File: src/sfbeq_pkg.sv
// ----------------------------------------------------------------------------
// sfbeq_pkg
// shared types and constants of the stereo five-band biquad equaliser
// ----------------------------------------------------------------------------
package sfbeq_pkg;

    localparam int BANDS_DEF      = 5;
    localparam int COEF_FRAC_DEF  = 28;
    localparam int STATE_FRAC_DEF = 8;
    localparam int NUM_SLOTS      = 5;
    localparam int ACC_W          = 67;

    localparam logic [1:0] OP_FRAME = 2'd0;
    localparam logic [1:0] OP_LOAD  = 2'd1;
    localparam logic [1:0] OP_CLEAR = 2'd2;

    localparam logic [2:0] SLOT_B0 = 3'd0;
    localparam logic [2:0] SLOT_B1 = 3'd1;
    localparam logic [2:0] SLOT_B2 = 3'd2;
    localparam logic [2:0] SLOT_A1 = 3'd3;
    localparam logic [2:0] SLOT_A2 = 3'd4;

    typedef struct packed {
        logic [1:0]         op;
        logic signed [15:0] left_in;
        logic signed [15:0] right_in;
        logic [2:0]         band_sel;
        logic [2:0]         coef_sel;
        logic signed [31:0] coef_value;
    } in_word_t;

    typedef struct packed {
        logic signed [15:0] left_out;
        logic signed [15:0] right_out;
    } out_word_t;

    // sample pair moving along the chain of sections
    typedef struct packed {
        logic               valid;
        logic signed [31:0] left;
        logic signed [31:0] right;
    } tok_t;

    typedef struct packed {
        logic               en;
        logic [2:0]         band;
        logic [2:0]         slot;
        logic signed [31:0] value;
    } coef_wr_t;

endpackage

File: src/sfbeq_cell.sv
// ----------------------------------------------------------------------------
// sfbeq_cell
// one biquad section: own coefficients, left and right history, shared mac
// ----------------------------------------------------------------------------
module sfbeq_cell #(
    parameter int IDX       = 0,
    parameter int COEF_FRAC = 28
) (
    input  logic              clk,
    input  logic              rst_n,
    input  sfbeq_pkg::tok_t   tok_in,
    input  sfbeq_pkg::coef_wr_t coef_wr,
    input  logic              clear,
    output sfbeq_pkg::tok_t   tok_out
);
    import sfbeq_pkg::*;

    localparam logic signed [31:0] ONE = 32'sd1 <<< COEF_FRAC;
    localparam logic signed [ACC_W-1:0] SAT_HI = (ACC_W)'(64'sh7fff_ffff);
    localparam logic signed [ACC_W-1:0] SAT_LO = -(ACC_W)'(64'sh8000_0000);
    localparam logic [3:0] LAST_ISSUE = 4'd9;
    localparam logic [3:0] FIN       = 4'd11;

    logic signed [31:0] coef_reg [NUM_SLOTS];
    logic signed [31:0] hist_reg [2][4];   // x1 x2 y1 y2 per channel
    logic signed [31:0] x_reg [2];
    logic               run_reg;
    logic [3:0]         cnt_reg;
    logic signed [63:0] prod_reg;
    logic               pv_reg, pch_reg, pneg_reg;
    logic signed [ACC_W-1:0] acc_reg [2];
    tok_t               out_reg;

    logic               ch;
    logic [2:0]         slot;
    logic signed [31:0] opa, opb;
    logic signed [63:0] prod_next;
    logic signed [ACC_W-1:0] pext, add_val;
    logic signed [ACC_W-1:0] shl, shr;
    logic signed [31:0] y_l, y_r;

    always_comb
    begin
        ch   = (cnt_reg >= 4'd5);
        slot = ch ? 3'(cnt_reg - 4'd5) : cnt_reg[2:0];
        opa  = 32'sd0;
        opb  = 32'sd0;
        case (slot)
            SLOT_B0: begin opa = coef_reg[0]; opb = x_reg[ch];       end
            SLOT_B1: begin opa = coef_reg[1]; opb = hist_reg[ch][0]; end
            SLOT_B2: begin opa = coef_reg[2]; opb = hist_reg[ch][1]; end
            SLOT_A1: begin opa = coef_reg[3]; opb = hist_reg[ch][2]; end
            SLOT_A2: begin opa = coef_reg[4]; opb = hist_reg[ch][3]; end
            default: begin opa = 32'sd0;      opb = 32'sd0;          end
        endcase
        prod_next = opa * opb;
        pext      = {{(ACC_W-64){prod_reg[63]}}, prod_reg};
        add_val   = pneg_reg ? -pext : pext;
        // floor shift, then clamp to 32 bits
        shl = acc_reg[0] >>> COEF_FRAC;
        shr = acc_reg[1] >>> COEF_FRAC;
        y_l = (shl > SAT_HI) ? 32'sh7fff_ffff : (shl < SAT_LO) ? -32'sh8000_0000 : shl[31:0];
        y_r = (shr > SAT_HI) ? 32'sh7fff_ffff : (shr < SAT_LO) ? -32'sh8000_0000 : shr[31:0];
    end

    always_ff @(posedge clk or negedge rst_n)
    begin
        if (!rst_n)
        begin
            run_reg       <= 1'b0;
            cnt_reg       <= 4'd0;
            pv_reg        <= 1'b0;
            out_reg.valid <= 1'b0;
            for (int s = 0; s < NUM_SLOTS; s++)
                coef_reg[s] <= (s == 0) ? ONE : 32'sd0;
            for (int c = 0; c < 2; c++)
                for (int k = 0; k < 4; k++)
                    hist_reg[c][k] <= 32'sd0;
        end
        else
        begin
            out_reg.valid <= 1'b0;
            pv_reg        <= run_reg && (cnt_reg <= LAST_ISSUE);
            if (coef_wr.en && (5'(coef_wr.band) == 5'(IDX)) && (coef_wr.slot < 3'(NUM_SLOTS)))
                coef_reg[coef_wr.slot] <= coef_wr.value;
            if (clear)
            begin
                for (int c = 0; c < 2; c++)
                    for (int k = 0; k < 4; k++)
                        hist_reg[c][k] <= 32'sd0;
            end
            if (tok_in.valid)
            begin
                run_reg <= 1'b1;
                cnt_reg <= 4'd0;
            end
            else if (run_reg)
            begin
                cnt_reg <= cnt_reg + 4'd1;
                if (cnt_reg == FIN)
                begin
                    run_reg       <= 1'b0;
                    out_reg.valid <= 1'b1;
                    out_reg.left  <= y_l;
                    out_reg.right <= y_r;
                    for (int c = 0; c < 2; c++)
                    begin
                        hist_reg[c][1] <= hist_reg[c][0];
                        hist_reg[c][0] <= x_reg[c];
                        hist_reg[c][3] <= hist_reg[c][2];
                    end
                    hist_reg[0][2] <= y_l;
                    hist_reg[1][2] <= y_r;
                end
            end
        end
    end

    // datapath, no reset
    always_ff @(posedge clk)
    begin
        prod_reg <= prod_next;
        pch_reg  <= ch;
        pneg_reg <= (slot >= SLOT_A1);
        if (tok_in.valid)
        begin
            x_reg[0]   <= tok_in.left;
            x_reg[1]   <= tok_in.right;
            acc_reg[0] <= '0;
            acc_reg[1] <= '0;
        end
        else if (pv_reg)
            acc_reg[pch_reg] <= acc_reg[pch_reg] + add_val;
    end

    assign tok_out = out_reg;

endmodule

File: config.mk
export PLATFORM = sky130hd
export DESIGN_NAME = sfbeq_cell
export DESIGN_NICKNAME = d
export VERILOG_FILES = /design/src/sfbeq_pkg.sv /design/src/sfbeq_cell.sv
export SDC_FILE = /design/constraint.sdc
export NUM_CORES = 2
export LEC_CHECK = 0
export BUFFER_PORTS_ARGS = -buffer_cell sky130_fd_sc_hd__buf_2
export CORE_MARGIN = 8
export CORE_UTILIZATION = 30
export CTS_BUF_LIST = sky130_fd_sc_hd__clkbuf_8
export DETAILED_ROUTE_END_ITERATION = 8
export PLACE_DENSITY_LB_ADDON = 0.05
export SYNTH_ARGS = -nofsm -noshare
export SYNTH_HDL_FRONTEND = slang
export SYNTH_SLANG_ARGS = --single-unit
File: constraint.sdc
create_clock -name clk -period 24.6 [get_ports clk]
set_input_delay 2.46 -clock clk [delete_from_list [all_inputs] [get_ports clk]]
set_output_delay 2.46 -clock clk [all_outputs]
set_load 0.02 [all_outputs]
# Word level (Yosys, flattened, before mapping)
# Memories as Yosys holds them, arrays and structs flattened. A register that Yosys moved wholly into a read port is not among the register bits.
# Cells that the tools add are included.
[word_totals] register_bits=553 ramBits=198 input_bits=107 out_inout_bits=65 word_cells=91 mem_count=2
[mem_list] memory="acc_reg" depth=2 word_bits=67 rd=3 rd_ports_with_merged_regs=1 write_ports=2 line_no="sfbeq_cell.sv:31" rtl="logic signed [ACC_W-1:0] acc_reg [2];"
[mem_list] memory="x_reg" depth=2 word_bits=32 rd=3 rd_ports_with_merged_regs=0 write_ports=2 line_no="sfbeq_cell.sv:26" rtl="logic signed [31:0] x_reg [2];"
[op_classes] n_addsub=4 mul=1 n_lt_le_gt_ge=11 n_eq_ne=5 mux=34 bitwise_logic=3 reduce_logical=9
[ops] cell="256-bit 2-to-1 mux" count=4
[ops] cell="128-bit 2-to-1 mux" count=3
[ops] cell="32-bit case mux with 5 select lines" count=2
[ops] cell="65-bit 2-to-1 mux" count=3
[ops] cell="160-bit bitwise mux" count=1
[ops] cell="32-bit 2-to-1 mux" count=5
[ops] cell="67-bit 2-to-1 mux" count=2
[ops] cell="32-bit demux with 3-bit select" count=1
[ops] cell="39-bit by 32-bit greater-than comparator with 1-bit output (second input constant)" count=2
[ops] cell="39-bit by 32-bit less-than comparator with 1-bit output (second input constant)" count=2
[ops] cell="67-bit adder" count=1
[ops] cell="64-bit negator with 67-bit output" count=1
[ops] cell="67-bit OR reduction" count=1
[ops] cell="32-bit by 32-bit multiplier with 64-bit output" count=1
[ops] cell="1-bit 2-to-1 mux" count=10
[ops] cell="4-bit 2-to-1 mux" count=2
[ops] cell="3-bit by 2-bit == test with 1-bit output (second input constant)" count=2
[ops] cell="3-bit logical NOT" count=2
[ops] cell="4-bit by 1-bit adder with 4-bit output (second input constant)" count=1
[ops] cell="4-bit == test (second input constant)" count=1
[ops] cell="4-bit by 3-bit greater-or-equal comparator with 1-bit output (second input constant)" count=1
[ops] cell="4-bit greater-or-equal comparator (second input constant)" count=1
[ops] cell="4-bit <= comparator (second input constant)" count=1
[ops] cell="1-bit logical AND" count=4
[ops] cell="13 further kinds" count=13

# Logic depth before layout (Yosys ltp)
[logic_depth] word_depth=7 mapped_depth=45

# Least setup slack after synthesis
# Ideal clock, no wire load.
[synth_timing] kind="register to register" startpoint="register cnt_reg[0]" endpoint="register prod_reg[61]" setup_ns=0.124 arrival_time_ns=10.247 path_slack_ns=14.230 path_stages_with_launch=38 n_path_buf=4 path_cell_list="dfrtp_1 -> clkbuf_1 -> inv_1 -> ha_1 -> nand2b_1 -> a21oi_1 -> inv_1 -> buf_2 -> a31oi_1 -> nor2_1 -> clkbuf_1 -> a222oi_1 -> nand2_1 -> a21oi_1 -> clkbuf_1 -> nor2_1 -> fa_1 -> inv_1 -> (+2 left out) -> fa_1 -> fa_1 -> inv_1 -> fa_1 -> inv_1 -> fa_1 -> fa_1 -> fa_1 -> ha_1 -> nand2_1 -> or3_1 -> or3_1 -> o32ai_1 -> o41ai_1 -> a21oi_1 -> a21oi_1 -> mux2i_1 -> nand3_1"
[synth_between] elab_chain_cells=7 word_cells_on_any_way=16 classes_between="add/sub: 1; mul: 1; order compare: 1; eq/ne: 4; mux: 6; bitwise: 1; reduce/logical: 1; memory: 1"
[synth_rtl] item="from (decl)" line_no="sfbeq_cell.sv:28" rtl="logic [3:0] cnt_reg;"
[synth_rtl] item="from (signal assigned)" line_no="sfbeq_cell.sv:99" rtl="cnt_reg <= cnt_reg + 4'd1;"
[synth_rtl] item="4-bit by 3-bit greater-or-equal comparator with 1-bit output" line_no="sfbeq_cell.sv:44" rtl="ch = (cnt_reg >= 4'd5);"
[synth_rtl] item="1-bit NOT with 2-bit output (implied by the code)"
[synth_rtl] item="128-bit 2-to-1 mux (implied by the code) (3 in a row)" line_no="sfbeq_cell.sv:53" rtl="SLOT_A2: begin opa = coef_reg[4]; opb = hist_reg[ch][3]; end"
[synth_rtl] item="32-bit case mux with 5 select lines" line_no="sfbeq_cell.sv:48" rtl="case (slot)"
[synth_rtl] item="32-bit by 32-bit multiplier with 64-bit output *" line_no="sfbeq_cell.sv:56" rtl="prod_next = opa * opb;"
[synth_rtl] item="via prod_next[61]" line_no="sfbeq_cell.sv:37" rtl="logic signed [63:0] prod_next;"
[synth_rtl] item="to (signal assigned)" line_no="sfbeq_cell.sv:122" rtl="prod_reg <= prod_next;"
[synth_rtl] item="to (decl)" line_no="sfbeq_cell.sv:29" rtl="logic signed [63:0] prod_reg;"
# The timed path passes the listed nets; every way through them passes the cells marked *. The select of a mux whose other input is x is not followed.
# A chain may end at the register's enable or synchronous reset.

# Worst setup path in the final report
# Same ends and word-level chain as after synthesis.

==> impl_metrics.json <==
{
  "rsz0062_at_grt": "no",
  "cpPeakStageDelay_ps": 790,
  "overflow": 0,
  "layout_min_cycle_time_ps": 12710,
  "slew_headroom_pct": 13.0,
  "synth_edf_count": 262,
  "yosysMostFrequentCell": "nand2_1",
  "synth-seq-cells": 751,
  "synth_warnings": 0,
  "drc": 0,
  "crit_required_ps": 25390,
  "synth.distinct_cells": 78,
  "tightestPinTransition_ps": 1300,
  "start_kind": "flip-flop",
  "layout.nets": 8706,
  "synthCells": 7233,
  "cts_buffers": 144,
  "firstDrtPassIters": 8,
  "clock_path_buffers": 3,
  "setup_violations": 0,
  "hold_violations": 0,
  "r2r_cells": 35,
  "holdBufCountCts": 0,
  "ys_top_cells_by_area": "fa_1 (30%), dfrtp_1 (15%), edfxtp_1 (11%), nand2_1 (5.9%), inv_1 (5.4%)",
  "route.vias.total": 52700,
  "place_hpwl_um": 207000,
  "core_area_um2": 238000,
  "hold_slack_ps": 443,
  "htreeDepth": 4,
  "clk_pin_slew_ps": 60,
  "reg2reg_slack_ps": 11890,
  "numPortBuffers": 171,
  "ant_nets": 0,
  "largest_reg_flops": 256,
  "reg2reg_from": "cnt_reg[0]",
  "crit_buf_inv": 8,
  "cts_root_buffer": "clkbuf_8",
  "ctsResizeCount": 0,
  "holdPathStages": 2,
  "fin_skew_ps": 70.4,
  "fin_tns_setup_ps": 0,
  "drt_iter0_markers": 3885,
  "rows": 179,
  "gp_congestion": 0.828,
  "end_kind": "flip-flop",
  "synth_top_area_share_pct": 30.3,
  "drive_above_1_share_pct": 11.6,
  "crit_path_frequent_cell": "fa_1",
  "postCtsSetupBuffers": 0,
  "grt_max_degree": 199,
  "status": "complete, no violations",
  "whs_endpoint": "hist_reg[112]",
  "synth-async-reset-ratio_pct": 56.3,
  "grtUsageTotal_pct": 21.7,
  "maxCapViolCount": 0,
  "post_drt_wl_per_cell_um": 26.3,
  "finalCritPeriodShare_pct": 51.7,
  "dieHeight_um": 504,
  "min_from": "x_reg[1][16]",
  "syn_nets": 8677,
  "insertion_delay_ps": 910,
  "timing.rr.end": "prod_reg[61]",
  "cts_tree": "done",
  "die_w_um": 504,
  "cp_max_fo": 98,
  "criticalPathCategory": "flip-flop to flip-flop",
  "grt_pass1_vias": 57000,
  "crit_slowest_cell": "fa_1",
  "critPathTopFamily": "adder cells",
  "initial_core_util_pct": 30.1,
  "syn_avg_cell_area_um2": 9.90,
  "areaGrowthSynthToFinish_pct": 11.1,
  "synthTopCellsByCount": "nand2_1 (1128), fa_1 (1083), inv_1 (1038), nor2_1 (685), dfrtp_1 (422)",
  "ys_seq_area_share_pct": 27.6,
  "clock.fmax_ghz": 0.0787,
  "die_area_um2": 254000,
  "grt_antenna_before_repair": 43,
  "arrival_ps": 13500,
  "synth_area_um2": 71600,
  "ys.flop_type": "dfrtp_1",
  "slew_violations": 0,
  "cts.sinks": 751,
  "routed_via_density": 4.99,
  "worst_hold_path_type": "flip-flop to flip-flop",
  "pin_count": 172,
  "wl_um": 278000,
  "synth.largest_area_cell": "fa_1",
  "grt_first_pass_wirelength_um": 409000
}
stage by stage:
step / area, µm² / setup slack (ps) / std cells / util (%)
after detailed placement: 76500 / 11590 / 10300 / 32.2
after global placement: 76500 / 11690 / 10300 / 32.2
after floorplan: 71600 / 14230 / 7233 / -
after global routing: 79500 / 11070 / 10500 / 33.5
final: 79500 / 11890 / 10600 / 33.5
after CTS: 79500 / 11590 / 10500 / 33.5
per-layer routing:
layer | wire [µm] | vias to the layer above | GRT usage [%]
met4 | 7070 | 6 | 5.17
li1 | - | 23200 | -
met3 | 12400 | 306 | 2.57
met5 | 37 | - | 0
met1 | 127000 | 27800 | 30.1
met2 | 132000 | 1350 | 36.2
kinds of logic (layout without fill, tap and decap cells):
group           count (synthesis)  after routing  share of synthesized area [%]
simple gates                 2402           2402                           15.2
buf+inv                      1466           1612                           7.72
fa+ha+maj                    1337           1337                           34.7
compound gates                781            781                           7.77
flops                         751            751                           27.6
mux                           296            296                           4.54
xor+xnor                      200            200                           2.45
other cells                     0              9                              0
worst max path at each step:
| stage | from | endpoint | slack (ps) | cells after the start |
|---|---|---|---|---|
| finish | cnt_reg[0] | prod_reg[61] | 11890 | 35 |
| global route | cnt_reg[0] | prod_reg[61] | 11070 | 35 |
| CTS | cnt_reg[0] | prod_reg[61] | 11590 | 35 |
| detailed placement | cnt_reg[0] | prod_reg[61] | 11590 | 35 |
| global placement | cnt_reg[0] | prod_reg[61] | 11690 | 36 |
| floorplan | cnt_reg[0] | prod_reg[61] | 14230 | 37 |
layout by cell type (no fill, tap or decap), drive strengths merged, types with 67 or more instances in the layout:
cell / count
nor2: 685
inv: 1096
a21o: 144
clkbuf: 173
xnor2: 144
nand2: 1128
ha: 254
dfrtp: 422
fa: 1083
mux2i: 68
o21ai: 97
buf: 309
edfxtp: 262
mux2: 228
nor3b: 67
a21oi: 142
nand3b: 197
o21a: 80
final cells by class:
| class | instances | area [µm²] |
|---|---|---|
| Multi-Input combinational cell | 5016 | 46900 |
| Antenna cell | 9 | 22.5 |
| Fill cell | 24400 | 158000 |
| Clock inverter | 90 | 627 |
| Tap cell | 3167 | 3960 |
| Inverter | 1040 | 3910 |
| Clock buffer | 173 | 2380 |
| Timing Repair Buffer | 309 | 1950 |
| Sequential cell | 751 | 19800 |
tightest hold or removal path: stages (launching register included):
cell      delay, ps
edfxtp_1        340
nand2_1          60
nand2_1          50
Power is not shown: default switching activity piles up to over one toggle a cycle in this logic, so the estimate is an artifact.
